$ cat config.mk
export PLATFORM = sky130hd
export DESIGN_NAME = basic_lexer_token_scanner_top_flat
export DESIGN_NICKNAME = d
export VERILOG_FILES = /design/src/hw/rtl/blsc_pkg.sv /design/src/hw/rtl/blsc_byte_if.sv /design/src/hw/rtl/blsc_token_if.sv /design/src/hw/rtl/blsc_front.sv /design/src/hw/rtl/blsc_fifo.sv /design/src/hw/rtl/blsc_back.sv /design/src/hw/rtl/basic_lexer_token_scanner_top.sv /design/src/flat_wrapper.sv
export SDC_FILE = /design/constraint.sdc
export NUM_CORES = 2
export LEC_CHECK = 0
export ABC_AREA = 1
export BUFFER_PORTS_ARGS = -buffer_cell sky130_fd_sc_hd__buf_2
export CAP_MARGIN = 25
export CORE_UTILIZATION = 51
export CTS_CLUSTER_DIAMETER = 60
export DETAILED_ROUTE_END_ITERATION = 10
export GPL_TIMING_DRIVEN = 1
export PLACE_DENSITY = 0.64
export REMOVE_ABC_BUFFERS = 1
export SYNTH_ARGS = -nofsm -noshare
export SYNTH_HDL_FRONTEND = slang
export SYNTH_SLANG_ARGS = --single-unit
$ cat constraint.sdc
create_clock -name clk -period 23.4 [get_ports clk]
set_input_delay 4.68 -clock clk [delete_from_list [all_inputs] [get_ports clk]]
set_output_delay 4.68 -clock clk [all_outputs]
set_load 0.01 [all_outputs]
$ cat src/hw/rtl/blsc_pkg.sv
// ----------------------------------------------------------------------------
// blsc_pkg: shared types and constants of the basic lexer token scanner
// token kinds, error codes, character codes, token and bundle records, and
// the small classification functions used by the front end
// ----------------------------------------------------------------------------
package blsc_pkg;

    // default widths of the internal position and value registers
    localparam int DEF_POSITION_BITS = 16;
    localparam int DEF_VALUE_BITS    = 32;

    // fixed widths of the token word fields
    localparam int TOKEN_LEN_W   = 8;
    localparam int TOKEN_VALUE_W = 32;
    localparam int TOKEN_POS_W   = 16;

    // bundles held between front and back end
    localparam int QUEUE_DEPTH = 4;

    typedef enum logic [4:0] {
        KIND_END    = 5'd0,
        KIND_IF     = 5'd1,
        KIND_THEN   = 5'd2,
        KIND_ELSE   = 5'd3,
        KIND_GOTO   = 5'd4,
        KIND_IDENT  = 5'd5,
        KIND_LABEL  = 5'd6,
        KIND_CONST  = 5'd7,
        KIND_PLUS   = 5'd8,
        KIND_MINUS  = 5'd9,
        KIND_STAR   = 5'd10,
        KIND_SLASH  = 5'd11,
        KIND_CARET  = 5'd12,
        KIND_EQ     = 5'd13,
        KIND_LT     = 5'd14,
        KIND_LE     = 5'd15,
        KIND_NE     = 5'd16,
        KIND_GT     = 5'd17,
        KIND_GE     = 5'd18,
        KIND_LPAREN = 5'd19,
        KIND_RPAREN = 5'd20,
        KIND_COLON  = 5'd21,
        KIND_SEMI   = 5'd22,
        KIND_ERROR  = 5'd23
    } kind_t;

    typedef enum logic [1:0] {
        ERR_NONE      = 2'd0,
        ERR_NUM_ALPHA = 2'd1,
        ERR_UNKNOWN   = 2'd2
    } err_t;

    // character codes
    localparam logic [7:0] CH_TAB        = 8'h09;
    localparam logic [7:0] CH_LF         = 8'h0A;
    localparam logic [7:0] CH_CR         = 8'h0D;
    localparam logic [7:0] CH_SPACE      = 8'h20;
    localparam logic [7:0] CH_HASH       = 8'h23;
    localparam logic [7:0] CH_LPAREN     = 8'h28;
    localparam logic [7:0] CH_RPAREN     = 8'h29;
    localparam logic [7:0] CH_STAR       = 8'h2A;
    localparam logic [7:0] CH_PLUS       = 8'h2B;
    localparam logic [7:0] CH_MINUS      = 8'h2D;
    localparam logic [7:0] CH_SLASH      = 8'h2F;
    localparam logic [7:0] CH_DIGIT_0    = 8'h30;
    localparam logic [7:0] CH_DIGIT_9    = 8'h39;
    localparam logic [7:0] CH_COLON      = 8'h3A;
    localparam logic [7:0] CH_SEMI       = 8'h3B;
    localparam logic [7:0] CH_LT         = 8'h3C;
    localparam logic [7:0] CH_EQ         = 8'h3D;
    localparam logic [7:0] CH_GT         = 8'h3E;
    localparam logic [7:0] CH_UPPER_A    = 8'h41;
    localparam logic [7:0] CH_UPPER_Z    = 8'h5A;
    localparam logic [7:0] CH_CARET      = 8'h5E;
    localparam logic [7:0] CH_UNDERSCORE = 8'h5F;
    localparam logic [7:0] CH_LOWER_A    = 8'h61;
    localparam logic [7:0] CH_LOWER_Z    = 8'h7A;

    // keywords packed as their first characters
    localparam logic [31:0] KW_IF   = 32'h0000_4946;
    localparam logic [31:0] KW_THEN = 32'h5448_454E;
    localparam logic [31:0] KW_ELSE = 32'h454C_5345;
    localparam logic [31:0] KW_GOTO = 32'h474F_544F;

    typedef struct packed {
        kind_t                    kind;
        logic [TOKEN_LEN_W-1:0]   length;
        logic [TOKEN_VALUE_W-1:0] value;
        logic [TOKEN_POS_W-1:0]   line;
        logic [TOKEN_POS_W-1:0]   column;
        err_t                     err;
    } token_t;

    // tokens caused by one source byte, oldest in tok[0]
    typedef struct packed {
        logic [1:0]   count;
        token_t [2:0] tok;
    } bundle_t;

    function automatic logic is_alpha(input logic [7:0] c);
        return (c inside {[CH_UPPER_A:CH_UPPER_Z], [CH_LOWER_A:CH_LOWER_Z]});
    endfunction

    function automatic logic is_digit(input logic [7:0] c);
        return (c inside {[CH_DIGIT_0:CH_DIGIT_9]});
    endfunction

    function automatic logic is_space(input logic [7:0] c);
        return (c inside {CH_SPACE, [CH_TAB:CH_CR]});
    endfunction

    function automatic logic is_single(input logic [7:0] c);
        return (c inside {CH_PLUS, CH_MINUS, CH_STAR, CH_SLASH, CH_CARET, CH_EQ,
                          CH_LPAREN, CH_RPAREN, CH_COLON, CH_SEMI});
    endfunction

    function automatic kind_t single_kind(input logic [7:0] c);
        kind_t k;
        case (c)
            CH_PLUS:   k = KIND_PLUS;
            CH_MINUS:  k = KIND_MINUS;
            CH_STAR:   k = KIND_STAR;
            CH_SLASH:  k = KIND_SLASH;
            CH_CARET:  k = KIND_CARET;
            CH_EQ:     k = KIND_EQ;
            CH_LPAREN: k = KIND_LPAREN;
            CH_RPAREN: k = KIND_RPAREN;
            CH_COLON:  k = KIND_COLON;
            CH_SEMI:   k = KIND_SEMI;
            default:   k = KIND_END;
        endcase
        return k;
    endfunction

    function automatic kind_t ident_kind(input logic [TOKEN_LEN_W-1:0] len,
                                         input logic [31:0] prefix);
        kind_t k;
        k = KIND_IDENT;
        if (len == TOKEN_LEN_W'(2) && prefix == KW_IF)
            k = KIND_IF;
        else if (len == TOKEN_LEN_W'(4))
        begin
            if (prefix == KW_THEN)
                k = KIND_THEN;
            else if (prefix == KW_ELSE)
                k = KIND_ELSE;
            else if (prefix == KW_GOTO)
                k = KIND_GOTO;
        end
        return k;
    endfunction

    function automatic token_t make_token(input kind_t k,
                                          input logic [TOKEN_LEN_W-1:0] len,
                                          input logic [TOKEN_VALUE_W-1:0] val,
                                          input logic [TOKEN_POS_W-1:0] ln,
                                          input logic [TOKEN_POS_W-1:0] col,
                                          input err_t e);
        token_t t;
        t.kind   = k;
        t.length = len;
        t.value  = val;
        t.line   = ln;
        t.column = col;
        t.err    = e;
        return t;
    endfunction

endpackage

$ cat src/hw/rtl/blsc_byte_if.sv
// ----------------------------------------------------------------------------
// blsc_byte_if: source byte channel
// valid/ready channel carrying one source byte and its end-of-source mark
// ----------------------------------------------------------------------------
interface blsc_byte_if;
    logic       valid;
    logic       ready;
    logic [7:0] char_code;
    logic       end_of_source;

    modport source (output valid, char_code, end_of_source, input ready);
    modport sink (input valid, char_code, end_of_source, output ready);
endinterface

$ cat src/hw/rtl/blsc_token_if.sv
// ----------------------------------------------------------------------------
// blsc_token_if: token channel
// valid/ready channel carrying one token word
// ----------------------------------------------------------------------------
interface blsc_token_if;
    logic        valid;
    logic        ready;
    logic [4:0]  token_kind;
    logic [7:0]  lexeme_length;
    logic [31:0] number_value;
    logic [15:0] token_line;
    logic [15:0] token_column;
    logic [1:0]  error_code;
    logic        last_of_run;

    modport source (output valid, token_kind, lexeme_length, number_value, token_line,
                    token_column, error_code, last_of_run, input ready);
    modport sink (input valid, token_kind, lexeme_length, number_value, token_line,
                  token_column, error_code, last_of_run, output ready);
endinterface

$ cat src/hw/rtl/blsc_front.sv
// ----------------------------------------------------------------------------
// blsc_front: scanner front end
// takes one source byte a cycle while the bundle queue has room, runs the
// scanner state and builds the bundle of tokens that the byte completes
// ----------------------------------------------------------------------------
module blsc_front import blsc_pkg::*;
#(
    parameter int POSITION_BITS = DEF_POSITION_BITS,
    parameter int VALUE_BITS    = DEF_VALUE_BITS
)
(
    input  logic        clk,
    input  logic        rst_n,
    blsc_byte_if.sink   src,
    output logic        push_valid,
    output bundle_t     push_data,
    input  logic        push_ready
);

    localparam int ACC_W = VALUE_BITS + 4;

    typedef enum logic [2:0] {
        MODE_IDLE,
        MODE_IDENT,
        MODE_NUMBER,
        MODE_LESS,
        MODE_GREATER
    } mode_t;

    mode_t                    mode_reg, mode_next;
    logic [31:0]              prefix_reg, prefix_next;
    logic [VALUE_BITS-1:0]    acc_reg, acc_next;
    logic [POSITION_BITS-1:0] line_reg, line_next;
    logic [POSITION_BITS-1:0] col_reg, col_next;
    logic [POSITION_BITS-1:0] sline_reg, sline_next;
    logic [POSITION_BITS-1:0] scol_reg, scol_next;
    logic [TOKEN_LEN_W-1:0]   plen_reg, plen_next;
    logic                     goto_reg, goto_next;
    logic                     stop_reg, stop_next;

    logic [7:0]               c;
    logic                     c_alpha, c_digit;
    logic                     accept;
    logic                     do_adv, taken;
    logic [POSITION_BITS-1:0] adv_line, adv_col;
    logic [ACC_W-1:0]         acc_ext, acc_sum;
    logic [VALUE_BITS-1:0]    acc_step;
    logic [TOKEN_LEN_W-1:0]   plen_grown;
    logic [TOKEN_POS_W-1:0]   cur_line_o, cur_col_o, st_line_o, st_col_o;
    kind_t                    kind_now, kind_flush;
    token_t [3:0]             slot;
    logic [3:0]               slot_v;
    logic [1:0]               n;
    bundle_t                  bun;

    assign c       = src.char_code;
    assign c_alpha = is_alpha(c);
    assign c_digit = is_digit(c);
    assign accept  = src.valid && src.ready;

    // position after this byte, saturating
    assign adv_line = (c == CH_LF && !(&line_reg)) ? line_reg + POSITION_BITS'(1) : line_reg;
    assign adv_col  = (c == CH_LF) ? POSITION_BITS'(1)
                    : ((&col_reg) ? col_reg : col_reg + POSITION_BITS'(1));

    // times ten plus digit by shift and add, saturating
    assign acc_ext  = ACC_W'(acc_reg);
    assign acc_sum  = (acc_ext << 3) + (acc_ext << 1) + ACC_W'(c[3:0]);
    assign acc_step = (|acc_sum[ACC_W-1:VALUE_BITS]) ? '1 : acc_sum[VALUE_BITS-1:0];

    assign plen_grown = (&plen_reg) ? plen_reg : plen_reg + TOKEN_LEN_W'(1);

    assign cur_line_o = TOKEN_POS_W'(line_reg);
    assign cur_col_o  = TOKEN_POS_W'(col_reg);
    assign st_line_o  = TOKEN_POS_W'(sline_reg);
    assign st_col_o   = TOKEN_POS_W'(scol_reg);
    assign kind_now   = ident_kind(plen_reg, prefix_reg);

    always_comb
    begin
        mode_next   = mode_reg;
        prefix_next = prefix_reg;
        acc_next    = acc_reg;
        sline_next  = sline_reg;
        scol_next   = scol_reg;
        plen_next   = plen_reg;
        goto_next   = goto_reg;
        stop_next   = stop_reg;
        do_adv      = 1'b0;
        taken       = 1'b0;
        slot        = '0;
        slot_v      = '0;
        kind_flush  = KIND_IDENT;

        if (!stop_reg)
        begin
            // the byte against the open token
            case (mode_reg)
                MODE_IDENT:
                begin
                    if (c_alpha || c_digit || c == CH_UNDERSCORE)
                    begin
                        if (plen_reg < TOKEN_LEN_W'(4))
                            prefix_next = {prefix_reg[23:0], c};
                        plen_next = plen_grown;
                        do_adv    = 1'b1;
                        taken     = 1'b1;
                    end
                    else
                    begin
                        slot[0]   = make_token(kind_now, plen_reg, '0, st_line_o, st_col_o,
                                               ERR_NONE);
                        slot_v[0] = 1'b1;
                        goto_next = (kind_now == KIND_GOTO);
                        mode_next = MODE_IDLE;
                    end
                end
                MODE_NUMBER:
                begin
                    if (c_digit)
                    begin
                        acc_next  = acc_step;
                        plen_next = plen_grown;
                        do_adv    = 1'b1;
                        taken     = 1'b1;
                    end
                    else if (c_alpha || c == CH_UNDERSCORE)
                    begin
                        slot[0]   = make_token(KIND_ERROR, TOKEN_LEN_W'(1), '0, cur_line_o,
                                               cur_col_o, ERR_NUM_ALPHA);
                        slot_v[0] = 1'b1;
                        goto_next = 1'b0;
                        mode_next = MODE_IDLE;
                        stop_next = 1'b1;
                        taken     = 1'b1;
                    end
                    else
                    begin
                        slot[0]   = make_token((goto_reg || c == CH_COLON) ? KIND_LABEL
                                               : KIND_CONST, plen_reg,
                                               TOKEN_VALUE_W'(acc_reg), st_line_o, st_col_o,
                                               ERR_NONE);
                        slot_v[0] = 1'b1;
                        goto_next = 1'b0;
                        mode_next = MODE_IDLE;
                    end
                end
                MODE_LESS:
                begin
                    if (c == CH_EQ || c == CH_GT)
                    begin
                        slot[0] = make_token((c == CH_EQ) ? KIND_LE : KIND_NE,
                                             TOKEN_LEN_W'(2), '0, st_line_o, st_col_o,
                                             ERR_NONE);
                        do_adv  = 1'b1;
                        taken   = 1'b1;
                    end
                    else
                        slot[0] = make_token(KIND_LT, TOKEN_LEN_W'(1), '0, st_line_o,
                                             st_col_o, ERR_NONE);
                    slot_v[0] = 1'b1;
                    goto_next = 1'b0;
                    mode_next = MODE_IDLE;
                end
                MODE_GREATER:
                begin
                    if (c == CH_EQ)
                    begin
                        slot[0] = make_token(KIND_GE, TOKEN_LEN_W'(2), '0, st_line_o,
                                             st_col_o, ERR_NONE);
                        do_adv  = 1'b1;
                        taken   = 1'b1;
                    end
                    else
                        slot[0] = make_token(KIND_GT, TOKEN_LEN_W'(1), '0, st_line_o,
                                             st_col_o, ERR_NONE);
                    slot_v[0] = 1'b1;
                    goto_next = 1'b0;
                    mode_next = MODE_IDLE;
                end
                default:
                begin
                end
            endcase

            // the byte starts something new
            if (!taken)
            begin
                if (is_space(c))
                    do_adv = 1'b1;
                else if (c == CH_HASH)
                begin
                    slot[1]   = make_token(KIND_END, TOKEN_LEN_W'(1), '0, cur_line_o,
                                           cur_col_o, ERR_NONE);
                    slot_v[1] = 1'b1;
                    do_adv    = 1'b1;
                    stop_next = 1'b1;
                end
                else if (c_alpha || c_digit || c == CH_LT || c == CH_GT)
                begin
                    sline_next  = line_reg;
                    scol_next   = col_reg;
                    plen_next   = TOKEN_LEN_W'(1);
                    prefix_next = '0;
                    acc_next    = '0;
                    do_adv      = 1'b1;
                    if (c_alpha)
                    begin
                        mode_next   = MODE_IDENT;
                        prefix_next = {24'd0, c};
                    end
                    else if (c_digit)
                    begin
                        mode_next = MODE_NUMBER;
                        acc_next  = VALUE_BITS'(c[3:0]);
                    end
                    else if (c == CH_LT)
                        mode_next = MODE_LESS;
                    else
                        mode_next = MODE_GREATER;
                end
                else if (is_single(c))
                begin
                    slot[1]   = make_token(single_kind(c), TOKEN_LEN_W'(1), '0, cur_line_o,
                                           cur_col_o, ERR_NONE);
                    slot_v[1] = 1'b1;
                    goto_next = 1'b0;
                    do_adv    = 1'b1;
                end
                else
                begin
                    slot[1]   = make_token(KIND_ERROR, TOKEN_LEN_W'(1), '0, cur_line_o,
                                           cur_col_o, ERR_UNKNOWN);
                    slot_v[1] = 1'b1;
                    goto_next = 1'b0;
                    mode_next = MODE_IDLE;
                    stop_next = 1'b1;
                end
            end
        end

        line_next = do_adv ? adv_line : line_reg;
        col_next  = do_adv ? adv_col : col_reg;

        // final byte: close the open token and append end
        if (src.end_of_source && !stop_next)
        begin
            case (mode_next)
                MODE_IDENT:
                begin
                    kind_flush = ident_kind(plen_next, prefix_next);
                    slot[2]    = make_token(kind_flush, plen_next, '0,
                                            TOKEN_POS_W'(sline_next), TOKEN_POS_W'(scol_next),
                                            ERR_NONE);
                    slot_v[2]  = 1'b1;
                    goto_next  = (kind_flush == KIND_GOTO);
                end
                MODE_NUMBER:
                begin
                    slot[2]   = make_token(goto_next ? KIND_LABEL : KIND_CONST, plen_next,
                                           TOKEN_VALUE_W'(acc_next), TOKEN_POS_W'(sline_next),
                                           TOKEN_POS_W'(scol_next), ERR_NONE);
                    slot_v[2] = 1'b1;
                    goto_next = 1'b0;
                end
                MODE_LESS, MODE_GREATER:
                begin
                    slot[2]   = make_token((mode_next == MODE_LESS) ? KIND_LT : KIND_GT,
                                           TOKEN_LEN_W'(1), '0, TOKEN_POS_W'(sline_next),
                                           TOKEN_POS_W'(scol_next), ERR_NONE);
                    slot_v[2] = 1'b1;
                    goto_next = 1'b0;
                end
                default:
                begin
                end
            endcase
            mode_next = MODE_IDLE;
            slot[3]   = make_token(KIND_END, TOKEN_LEN_W'(1), '0, TOKEN_POS_W'(line_next),
                                   TOKEN_POS_W'(col_next), ERR_NONE);
            slot_v[3] = 1'b1;
        end

        // rearm after the final byte
        if (src.end_of_source)
        begin
            mode_next   = MODE_IDLE;
            prefix_next = '0;
            acc_next    = '0;
            line_next   = POSITION_BITS'(1);
            col_next    = POSITION_BITS'(1);
            sline_next  = POSITION_BITS'(1);
            scol_next   = POSITION_BITS'(1);
            plen_next   = '0;
            goto_next   = 1'b0;
            stop_next   = 1'b0;
        end

        // pack the used slots in order, at most three
        bun = '0;
        n   = 2'd0;
        if (slot_v[0])
        begin
            bun.tok[n] = slot[0];
            n          = n + 2'd1;
        end
        if (slot_v[1])
        begin
            bun.tok[n] = slot[1];
            n          = n + 2'd1;
        end
        if (slot_v[2])
        begin
            bun.tok[n] = slot[2];
            n          = n + 2'd1;
        end
        if (slot_v[3])
        begin
            bun.tok[n] = slot[3];
            n          = n + 2'd1;
        end
        bun.count = n;
    end

    assign src.ready  = push_ready;
    assign push_valid = src.valid && (bun.count != 2'd0);
    assign push_data  = bun;

    always_ff @(posedge clk or negedge rst_n)
    begin
        if (!rst_n)
        begin
            mode_reg   <= MODE_IDLE;
            prefix_reg <= '0;
            acc_reg    <= '0;
            line_reg   <= POSITION_BITS'(1);
            col_reg    <= POSITION_BITS'(1);
            sline_reg  <= POSITION_BITS'(1);
            scol_reg   <= POSITION_BITS'(1);
            plen_reg   <= '0;
            goto_reg   <= 1'b0;
            stop_reg   <= 1'b0;
        end
        else if (accept)
        begin
            mode_reg   <= mode_next;
            prefix_reg <= prefix_next;
            acc_reg    <= acc_next;
            line_reg   <= line_next;
            col_reg    <= col_next;
            sline_reg  <= sline_next;
            scol_reg   <= scol_next;
            plen_reg   <= plen_next;
            goto_reg   <= goto_next;
            stop_reg   <= stop_next;
        end
    end

    // dropped source never holds an open token
    a_stop_idle: assert property (@(posedge clk) disable iff (!rst_n)
        stop_reg |-> mode_reg == MODE_IDLE)
        else $error("open token while source dropped");

    // final byte rearms the scanner
    a_rearm: assert property (@(posedge clk) disable iff (!rst_n)
        (accept && src.end_of_source) |=>
            (!stop_reg && mode_reg == MODE_IDLE && line_reg == POSITION_BITS'(1)))
        else $error("scanner not rearmed after final byte");

endmodule

$ cat src/hw/rtl/blsc_fifo.sv
// ----------------------------------------------------------------------------
// blsc_fifo: bundle queue
// short queue of token bundles between front and back end
// ----------------------------------------------------------------------------
module blsc_fifo import blsc_pkg::*;
(
    input  logic    clk,
    input  logic    rst_n,
    input  logic    push_valid,
    input  bundle_t push_data,
    output logic    push_ready,
    output logic    pop_valid,
    output bundle_t pop_data,
    input  logic    pop
);

    localparam int PTR_W = (QUEUE_DEPTH > 1) ? $clog2(QUEUE_DEPTH) : 1;
    localparam int CNT_W = $clog2(QUEUE_DEPTH + 1);

    bundle_t          mem_reg [QUEUE_DEPTH];
    logic [PTR_W-1:0] wr_ptr_reg, wr_ptr_next;
    logic [PTR_W-1:0] rd_ptr_reg, rd_ptr_next;
    logic [CNT_W-1:0] count_reg, count_next;
    logic             push_fire;

    assign push_ready = (count_reg != CNT_W'(QUEUE_DEPTH));
    assign push_fire  = push_valid && push_ready;
    assign pop_valid  = (count_reg != '0);
    assign pop_data   = mem_reg[rd_ptr_reg];

    always_comb
    begin
        wr_ptr_next = wr_ptr_reg;
        rd_ptr_next = rd_ptr_reg;
        count_next  = count_reg;
        if (push_fire)
            wr_ptr_next = (wr_ptr_reg == PTR_W'(QUEUE_DEPTH - 1)) ? '0
                        : wr_ptr_reg + PTR_W'(1);
        if (pop)
            rd_ptr_next = (rd_ptr_reg == PTR_W'(QUEUE_DEPTH - 1)) ? '0
                        : rd_ptr_reg + PTR_W'(1);
        if (push_fire && !pop)
            count_next = count_reg + CNT_W'(1);
        else if (pop && !push_fire)
            count_next = count_reg - CNT_W'(1);
    end

    always_ff @(posedge clk or negedge rst_n)
    begin
        if (!rst_n)
        begin
            wr_ptr_reg <= '0;
            rd_ptr_reg <= '0;
            count_reg  <= '0;
        end
        else
        begin
            wr_ptr_reg <= wr_ptr_next;
            rd_ptr_reg <= rd_ptr_next;
            count_reg  <= count_next;
        end
    end

    always_ff @(posedge clk)
    begin
        if (push_fire)
            mem_reg[wr_ptr_reg] <= push_data;
    end

    a_count_range: assert property (@(posedge clk) disable iff (!rst_n)
        count_reg <= CNT_W'(QUEUE_DEPTH))
        else $error("bundle queue over depth");

    a_no_underrun: assert property (@(posedge clk) disable iff (!rst_n)
        pop |-> count_reg != '0)
        else $error("pop from empty bundle queue");

endmodule

$ cat src/hw/rtl/blsc_back.sv
// ----------------------------------------------------------------------------
// blsc_back: token back end
// unpacks each bundle into token words, one a cycle while tok is ready, and marks the last one
// ----------------------------------------------------------------------------
module blsc_back import blsc_pkg::*;
(
    input  logic         clk,
    input  logic         rst_n,
    input  logic         q_valid,
    input  bundle_t      q_data,
    output logic         q_pop,
    blsc_token_if.source tok
);

    logic       busy_reg, busy_next;
    logic [1:0] idx_reg, idx_next;
    bundle_t    bun_reg, bun_next;
    token_t     cur;
    logic       last_tok;
    logic       out_fire;
    logic       load;

    assign cur      = bun_reg.tok[idx_reg];
    assign last_tok = (idx_reg == bun_reg.count - 2'd1);
    assign out_fire = tok.valid && tok.ready;
    // next bundle goes in as the last word of this one leaves
    assign load     = !busy_reg || (out_fire && last_tok);
    assign q_pop    = load && q_valid;

    always_comb
    begin
        busy_next = busy_reg;
        idx_next  = idx_reg;
        bun_next  = bun_reg;
        if (load)
        begin
            busy_next = q_valid;
            idx_next  = 2'd0;
            bun_next  = q_data;
        end
        else if (out_fire)
            idx_next = idx_reg + 2'd1;
    end

    always_ff @(posedge clk or negedge rst_n)
    begin
        if (!rst_n)
        begin
            busy_reg <= 1'b0;
            idx_reg  <= 2'd0;
        end
        else
        begin
            busy_reg <= busy_next;
            idx_reg  <= idx_next;
        end
    end

    always_ff @(posedge clk)
    begin
        bun_reg <= bun_next;
    end

    assign tok.valid         = busy_reg;
    assign tok.token_kind    = cur.kind;
    assign tok.lexeme_length = cur.length;
    assign tok.number_value  = cur.value;
    assign tok.token_line    = cur.line;
    assign tok.token_column  = cur.column;
    assign tok.error_code    = cur.err;
    assign tok.last_of_run   = last_tok;

    a_index_in_bundle: assert property (@(posedge clk) disable iff (!rst_n)
        busy_reg |-> (bun_reg.count != 2'd0) && (idx_reg < bun_reg.count))
        else $error("token index outside bundle");

endmodule

$ cat src/hw/rtl/basic_lexer_token_scanner_top.sv
// ----------------------------------------------------------------------------
// basic_lexer_token_scanner_top: streaming lexical scanner
// source bytes in, tokens with kind, length, value and position out
// ----------------------------------------------------------------------------
// The scanner takes one source byte per clock on src and returns tokens on
// tok. A byte is taken whenever the bundle queue has room; the front end
// classifies it against the open token and builds, in that same cycle, the
// group of zero to three tokens it completes. Groups wait in a four-deep
// queue and the back end hands them out one token word per cycle while tok
// is ready; that back end port is what bounds the sustained rate. A token
// passes through the bundle queue and the back end's bundle register before
// it appears on tok. Each group's final word carries last_of_run. After a
// '#' or an error the rest of the source gives no tokens, and the byte
// flagged end_of_source rearms the scanner to line 1, column 1. There is no
// clearing pass after reset.
// ----------------------------------------------------------------------------
module basic_lexer_token_scanner_top import blsc_pkg::*;
#(
    // width of the line and column counters, saturating
    parameter int POSITION_BITS = DEF_POSITION_BITS,
    // width of the number accumulator, saturating
    parameter int VALUE_BITS    = DEF_VALUE_BITS
)
(
    input  logic         clk,
    input  logic         rst_n,
    blsc_byte_if.sink    src,
    blsc_token_if.source tok
);

    // front end to queue
    logic    push_valid;
    logic    push_ready;
    bundle_t push_data;

    // queue to back end
    logic    q_valid;
    logic    q_pop;
    bundle_t q_data;

    // scanner state and token building
    blsc_front #(
        .POSITION_BITS (POSITION_BITS),
        .VALUE_BITS    (VALUE_BITS)
    ) u_front (
        .clk        (clk),
        .rst_n      (rst_n),
        .src        (src),
        .push_valid (push_valid),
        .push_data  (push_data),
        .push_ready (push_ready)
    );

    // decouples byte intake from token output
    blsc_fifo u_fifo (
        .clk        (clk),
        .rst_n      (rst_n),
        .push_valid (push_valid),
        .push_data  (push_data),
        .push_ready (push_ready),
        .pop_valid  (q_valid),
        .pop_data   (q_data),
        .pop        (q_pop)
    );

    // one token word a cycle while tok is ready
    blsc_back u_back (
        .clk     (clk),
        .rst_n   (rst_n),
        .q_valid (q_valid),
        .q_data  (q_data),
        .q_pop   (q_pop),
        .tok     (tok)
    );

endmodule

$ cat src/flat_wrapper.sv
// flat-port wrapper written by rule: the top's interface ports become plain ports
module basic_lexer_token_scanner_top_flat import blsc_pkg::*;
#(
                                                        
    parameter int POSITION_BITS = DEF_POSITION_BITS,
                                                  
    parameter int VALUE_BITS    = DEF_VALUE_BITS
)
  (clk, rst_n, src_valid, src_char_code, src_end_of_source, src_ready, tok_valid, tok_token_kind, tok_lexeme_length, tok_number_value, tok_token_line, tok_token_column, tok_error_code, tok_last_of_run, tok_ready);
  blsc_byte_if src_i ();
  blsc_token_if tok_i ();
  input  logic clk;
  input  logic rst_n;
  input wire logic [$bits(src_i.valid)-1:0] src_valid;
  input wire logic [$bits(src_i.char_code)-1:0] src_char_code;
  input wire logic [$bits(src_i.end_of_source)-1:0] src_end_of_source;
  output wire logic [$bits(src_i.ready)-1:0] src_ready;
  output wire logic [$bits(tok_i.valid)-1:0] tok_valid;
  output wire logic [$bits(tok_i.token_kind)-1:0] tok_token_kind;
  output wire logic [$bits(tok_i.lexeme_length)-1:0] tok_lexeme_length;
  output wire logic [$bits(tok_i.number_value)-1:0] tok_number_value;
  output wire logic [$bits(tok_i.token_line)-1:0] tok_token_line;
  output wire logic [$bits(tok_i.token_column)-1:0] tok_token_column;
  output wire logic [$bits(tok_i.error_code)-1:0] tok_error_code;
  output wire logic [$bits(tok_i.last_of_run)-1:0] tok_last_of_run;
  input wire logic [$bits(tok_i.ready)-1:0] tok_ready;
  assign src_i.valid = src_valid;
  assign src_i.char_code = src_char_code;
  assign src_i.end_of_source = src_end_of_source;
  assign src_ready = src_i.ready;
  assign tok_valid = tok_i.valid;
  assign tok_token_kind = tok_i.token_kind;
  assign tok_lexeme_length = tok_i.lexeme_length;
  assign tok_number_value = tok_i.number_value;
  assign tok_token_line = tok_i.token_line;
  assign tok_token_column = tok_i.token_column;
  assign tok_error_code = tok_i.error_code;
  assign tok_last_of_run = tok_i.last_of_run;
  assign tok_i.ready = tok_ready;
  basic_lexer_token_scanner_top #(.POSITION_BITS(POSITION_BITS), .VALUE_BITS(VALUE_BITS)) u_core (.clk(clk), .rst_n(rst_n), .src(src_i), .tok(tok_i));
endmodule
==> out/summary.txt <==
final setup fails: 0
Placed Area: 61800 sq um
Synth Instances: 5632
Leakage Power: 23.9 nW
Initial Util: 51.7%
Rows: 125
PD cells: 122 nW/um^2
crit path DAT: 11520 ps
clk_lat worst skew: 770 ps
Max Cap Viol: 0
max reg flops: 944
fraction of layout cells with a size suffix above 1: 8.56%
aggregate global-route resource usage: 26.9%
worst vdd ir: 0.0000929 V
commonest non-fill, non-tap cell in the layout: edfxtp_1
Setup TNS Final: 0 ps
crit-path cells: buf_2, o21ai_1, nand2_4, nand3_2, nand2_2, nand2_2, nor3_1, nor3_2, nand2_2, inv_2, nand3_4, nand2_1, inv_1, ha_1, or2_2, o21ai_0, inv_1, nand3_2, nand2_2, nor2_4, buf_4, buf_4
reg2reg setup slack: 16160 ps
largest net degree at the start of global routing: 145
Routed WL: 163000 um
final instance area: 66300 sq um
First-pass DRT Iterations: 6
initial antenna violation count: 0
per-cell routed wire length: 22.5 um
Hold-fix buffers, CTS: 0
root buffer cell: clkbuf_16
fin crit period: 11150 ps
H-Tree Depth: 4
Max clock buf depth: 3
die area: 120000 sq um
Final ANT Viol Nets: 0
most frequent cells in the layout: 1180 x edfxtp_1, 887 x o21ai_0, 879 x nor2_1, 651 x nand2_1, 345 x o22ai_1
total CTS buffers: 141
TritonCTS clock tree: built
DRC Markers: 0
Slew HR: 26.9%
RSZ-0062 raised after global routing: no
Worst Setup Start Kind: primary input
Die Y: 346 um
Post-Layout Cell Count: 7229
FF+latch count, synth: 1331
top_reg_cell synth: edfxtp_1
Chip Width: 346 um
first-pass GRT wire length: 249000 um
area of the mapped netlist: 60300 sq um
CP most frequent cell: nand2_2
Synth cell types: 63
Setup Buffers After CTS: 0
clk slew on worst S/H paths: 60 ps
net count reported at finish: 5684
Worst Skew: 29.0 ps
fraction of registers with async set/reset: 11.3%
starting DRC count in detailed routing: 4763
clock sinks: 1331
port bufs: 94
placed insts: 6968
total grt overflow: 0
Crit-path slowest cell: nor2_4
gpl congestion: 0.981
Worst path max stage delay: 760 ps
hold slack: 512 ps
critical path class: in -> reg
Ports: 95
status: completed
fin crit share: 47.7%
core area: 117000 sq um
hold crit path type: reg -> reg
yosys warns: 0
Vias: 43474
area grow syn2layout: 10.1%
sequential area share after synthesis: 65.1%
Syn Area/Cell: 10.7 sq um
Post-synth EDFFs: 1180
endpoint type of the worst setup path: register
CTS resizes: 0
Req. time, crit path: 23770 ps
routed vias/inst: 6.01
Max Freq: 0.0897 GHz
max-slew violation count: 0
Worst Max-Slew Pin Slew: 1100 ps
vias in the first global route: 41406
Hold Violations, Final: 0
dpl hpwl: 95600 um
Crit Path Max Fanout: 46
critical path: cells and delay by family:
kind                       cells  cell delay (ps)
AOI/OAI and AO/OA              2              720
and+or+nand+nor               13             3670
buffers and inverters          6             2040
adders and majority gates      1              260
power breakdown:
group | internal, mW | switching [mW] | total (mW) | leakage, nW
Combinational | 0.589 | 1.76 | 2.35 | 8.51
Sequential | 3.34 | 0.192 | 3.53 | 13.2
Clock | 1.26 | 0.940 | 2.20 | 2.20
routing by layer:
| layer | track usage (%) | share of wire (%) | up-vias |
|---|---|---|---|
| met1 | 39.6 | 45 | 21474 |
| met3 | 4.28 | 7.7 | 205 |
| met5 | 0 | 0 | - |
| li1 | - | - | 20072 |
| met4 | 6.47 | 1.7 | 0 |
| met2 | 41.9 | 46 | 1723 |
kinds of logic after synthesis:
family	share of synthesized area, %
and+or+nand+nor	13.1
AOI/OAI and AO/OA	14.7
DFF	65.1
buffers and inverters	4.76
adders and majority gates	1.78
xor gates and xnor gates	0.610
final cells by class:
class | count | area [sq um]
Fill cell | 9846 | 50300
Timing Repair Buffer | 153 | 982
Inverter | 365 | 1400
Sequential cell | 1331 | 39200
Multi-Input combinational cell | 3595 | 18200
Clock buffer | 190 | 3740
Antenna cell | 1 | 2.50
Clock inverter | 70 | 828
Tap cell | 1524 | 1910
cell usage after synthesis, drive strengths merged, types with 13 or more instances:
cell       n  share of area (%)
clkbuf   262                1.6
a21oi    130                1.1
a22oi     18               0.22
nor2     907                5.8
edfxtp  1180                 59
o221ai    34               0.49
a31oi     17               0.18
o22ai    360                3.9
dfrtp    147                6.1
inv      360                2.2
o211ai    23               0.34
buf       79               0.85
xor2      31               0.45
nand2    669                4.3
o21ai    949                7.9
nor4      13               0.16
ha        81                1.7
nand4     47               0.49
nor3      44               0.42
nand3    203                1.8
final timing paths:
| check | endpoint | start | cells past startpoint |
|---|---|---|---|
| worst max-delay path | u_core.u_fifo.mem_reg[3][49] | src_char_code[1] | 22 |
| worst min-delay path | u_core.u_front.sline_reg[11] | u_core.u_front.sline_reg[11] | 2 |
| worst max register to register | u_core.u_fifo.mem_reg[3][49] | u_core.u_front.mode_reg[2] | 21 |
| worst min register to register | u_core.u_front.sline_reg[11] | u_core.u_front.sline_reg[11] | 2 |
| max in group asynchronous | u_core.u_front.plen_reg[6] | rst_n | 2 |
| min in group asynchronous | u_core.u_fifo.rd_ptr_reg[1] | rst_n | 1 |
metrics by stage:
step	util, %	power, mW	worst slack, ps
after floorplan	-	5.22	4630
after global placement	52.9	5.89	11550
after detailed placement	52.9	5.93	11500
after CTS	56.9	8.12	12280
after global routing	56.9	8.48	11720
final	56.9	8.08	12250
Note: power is estimated with default switching activity, not from simulation.
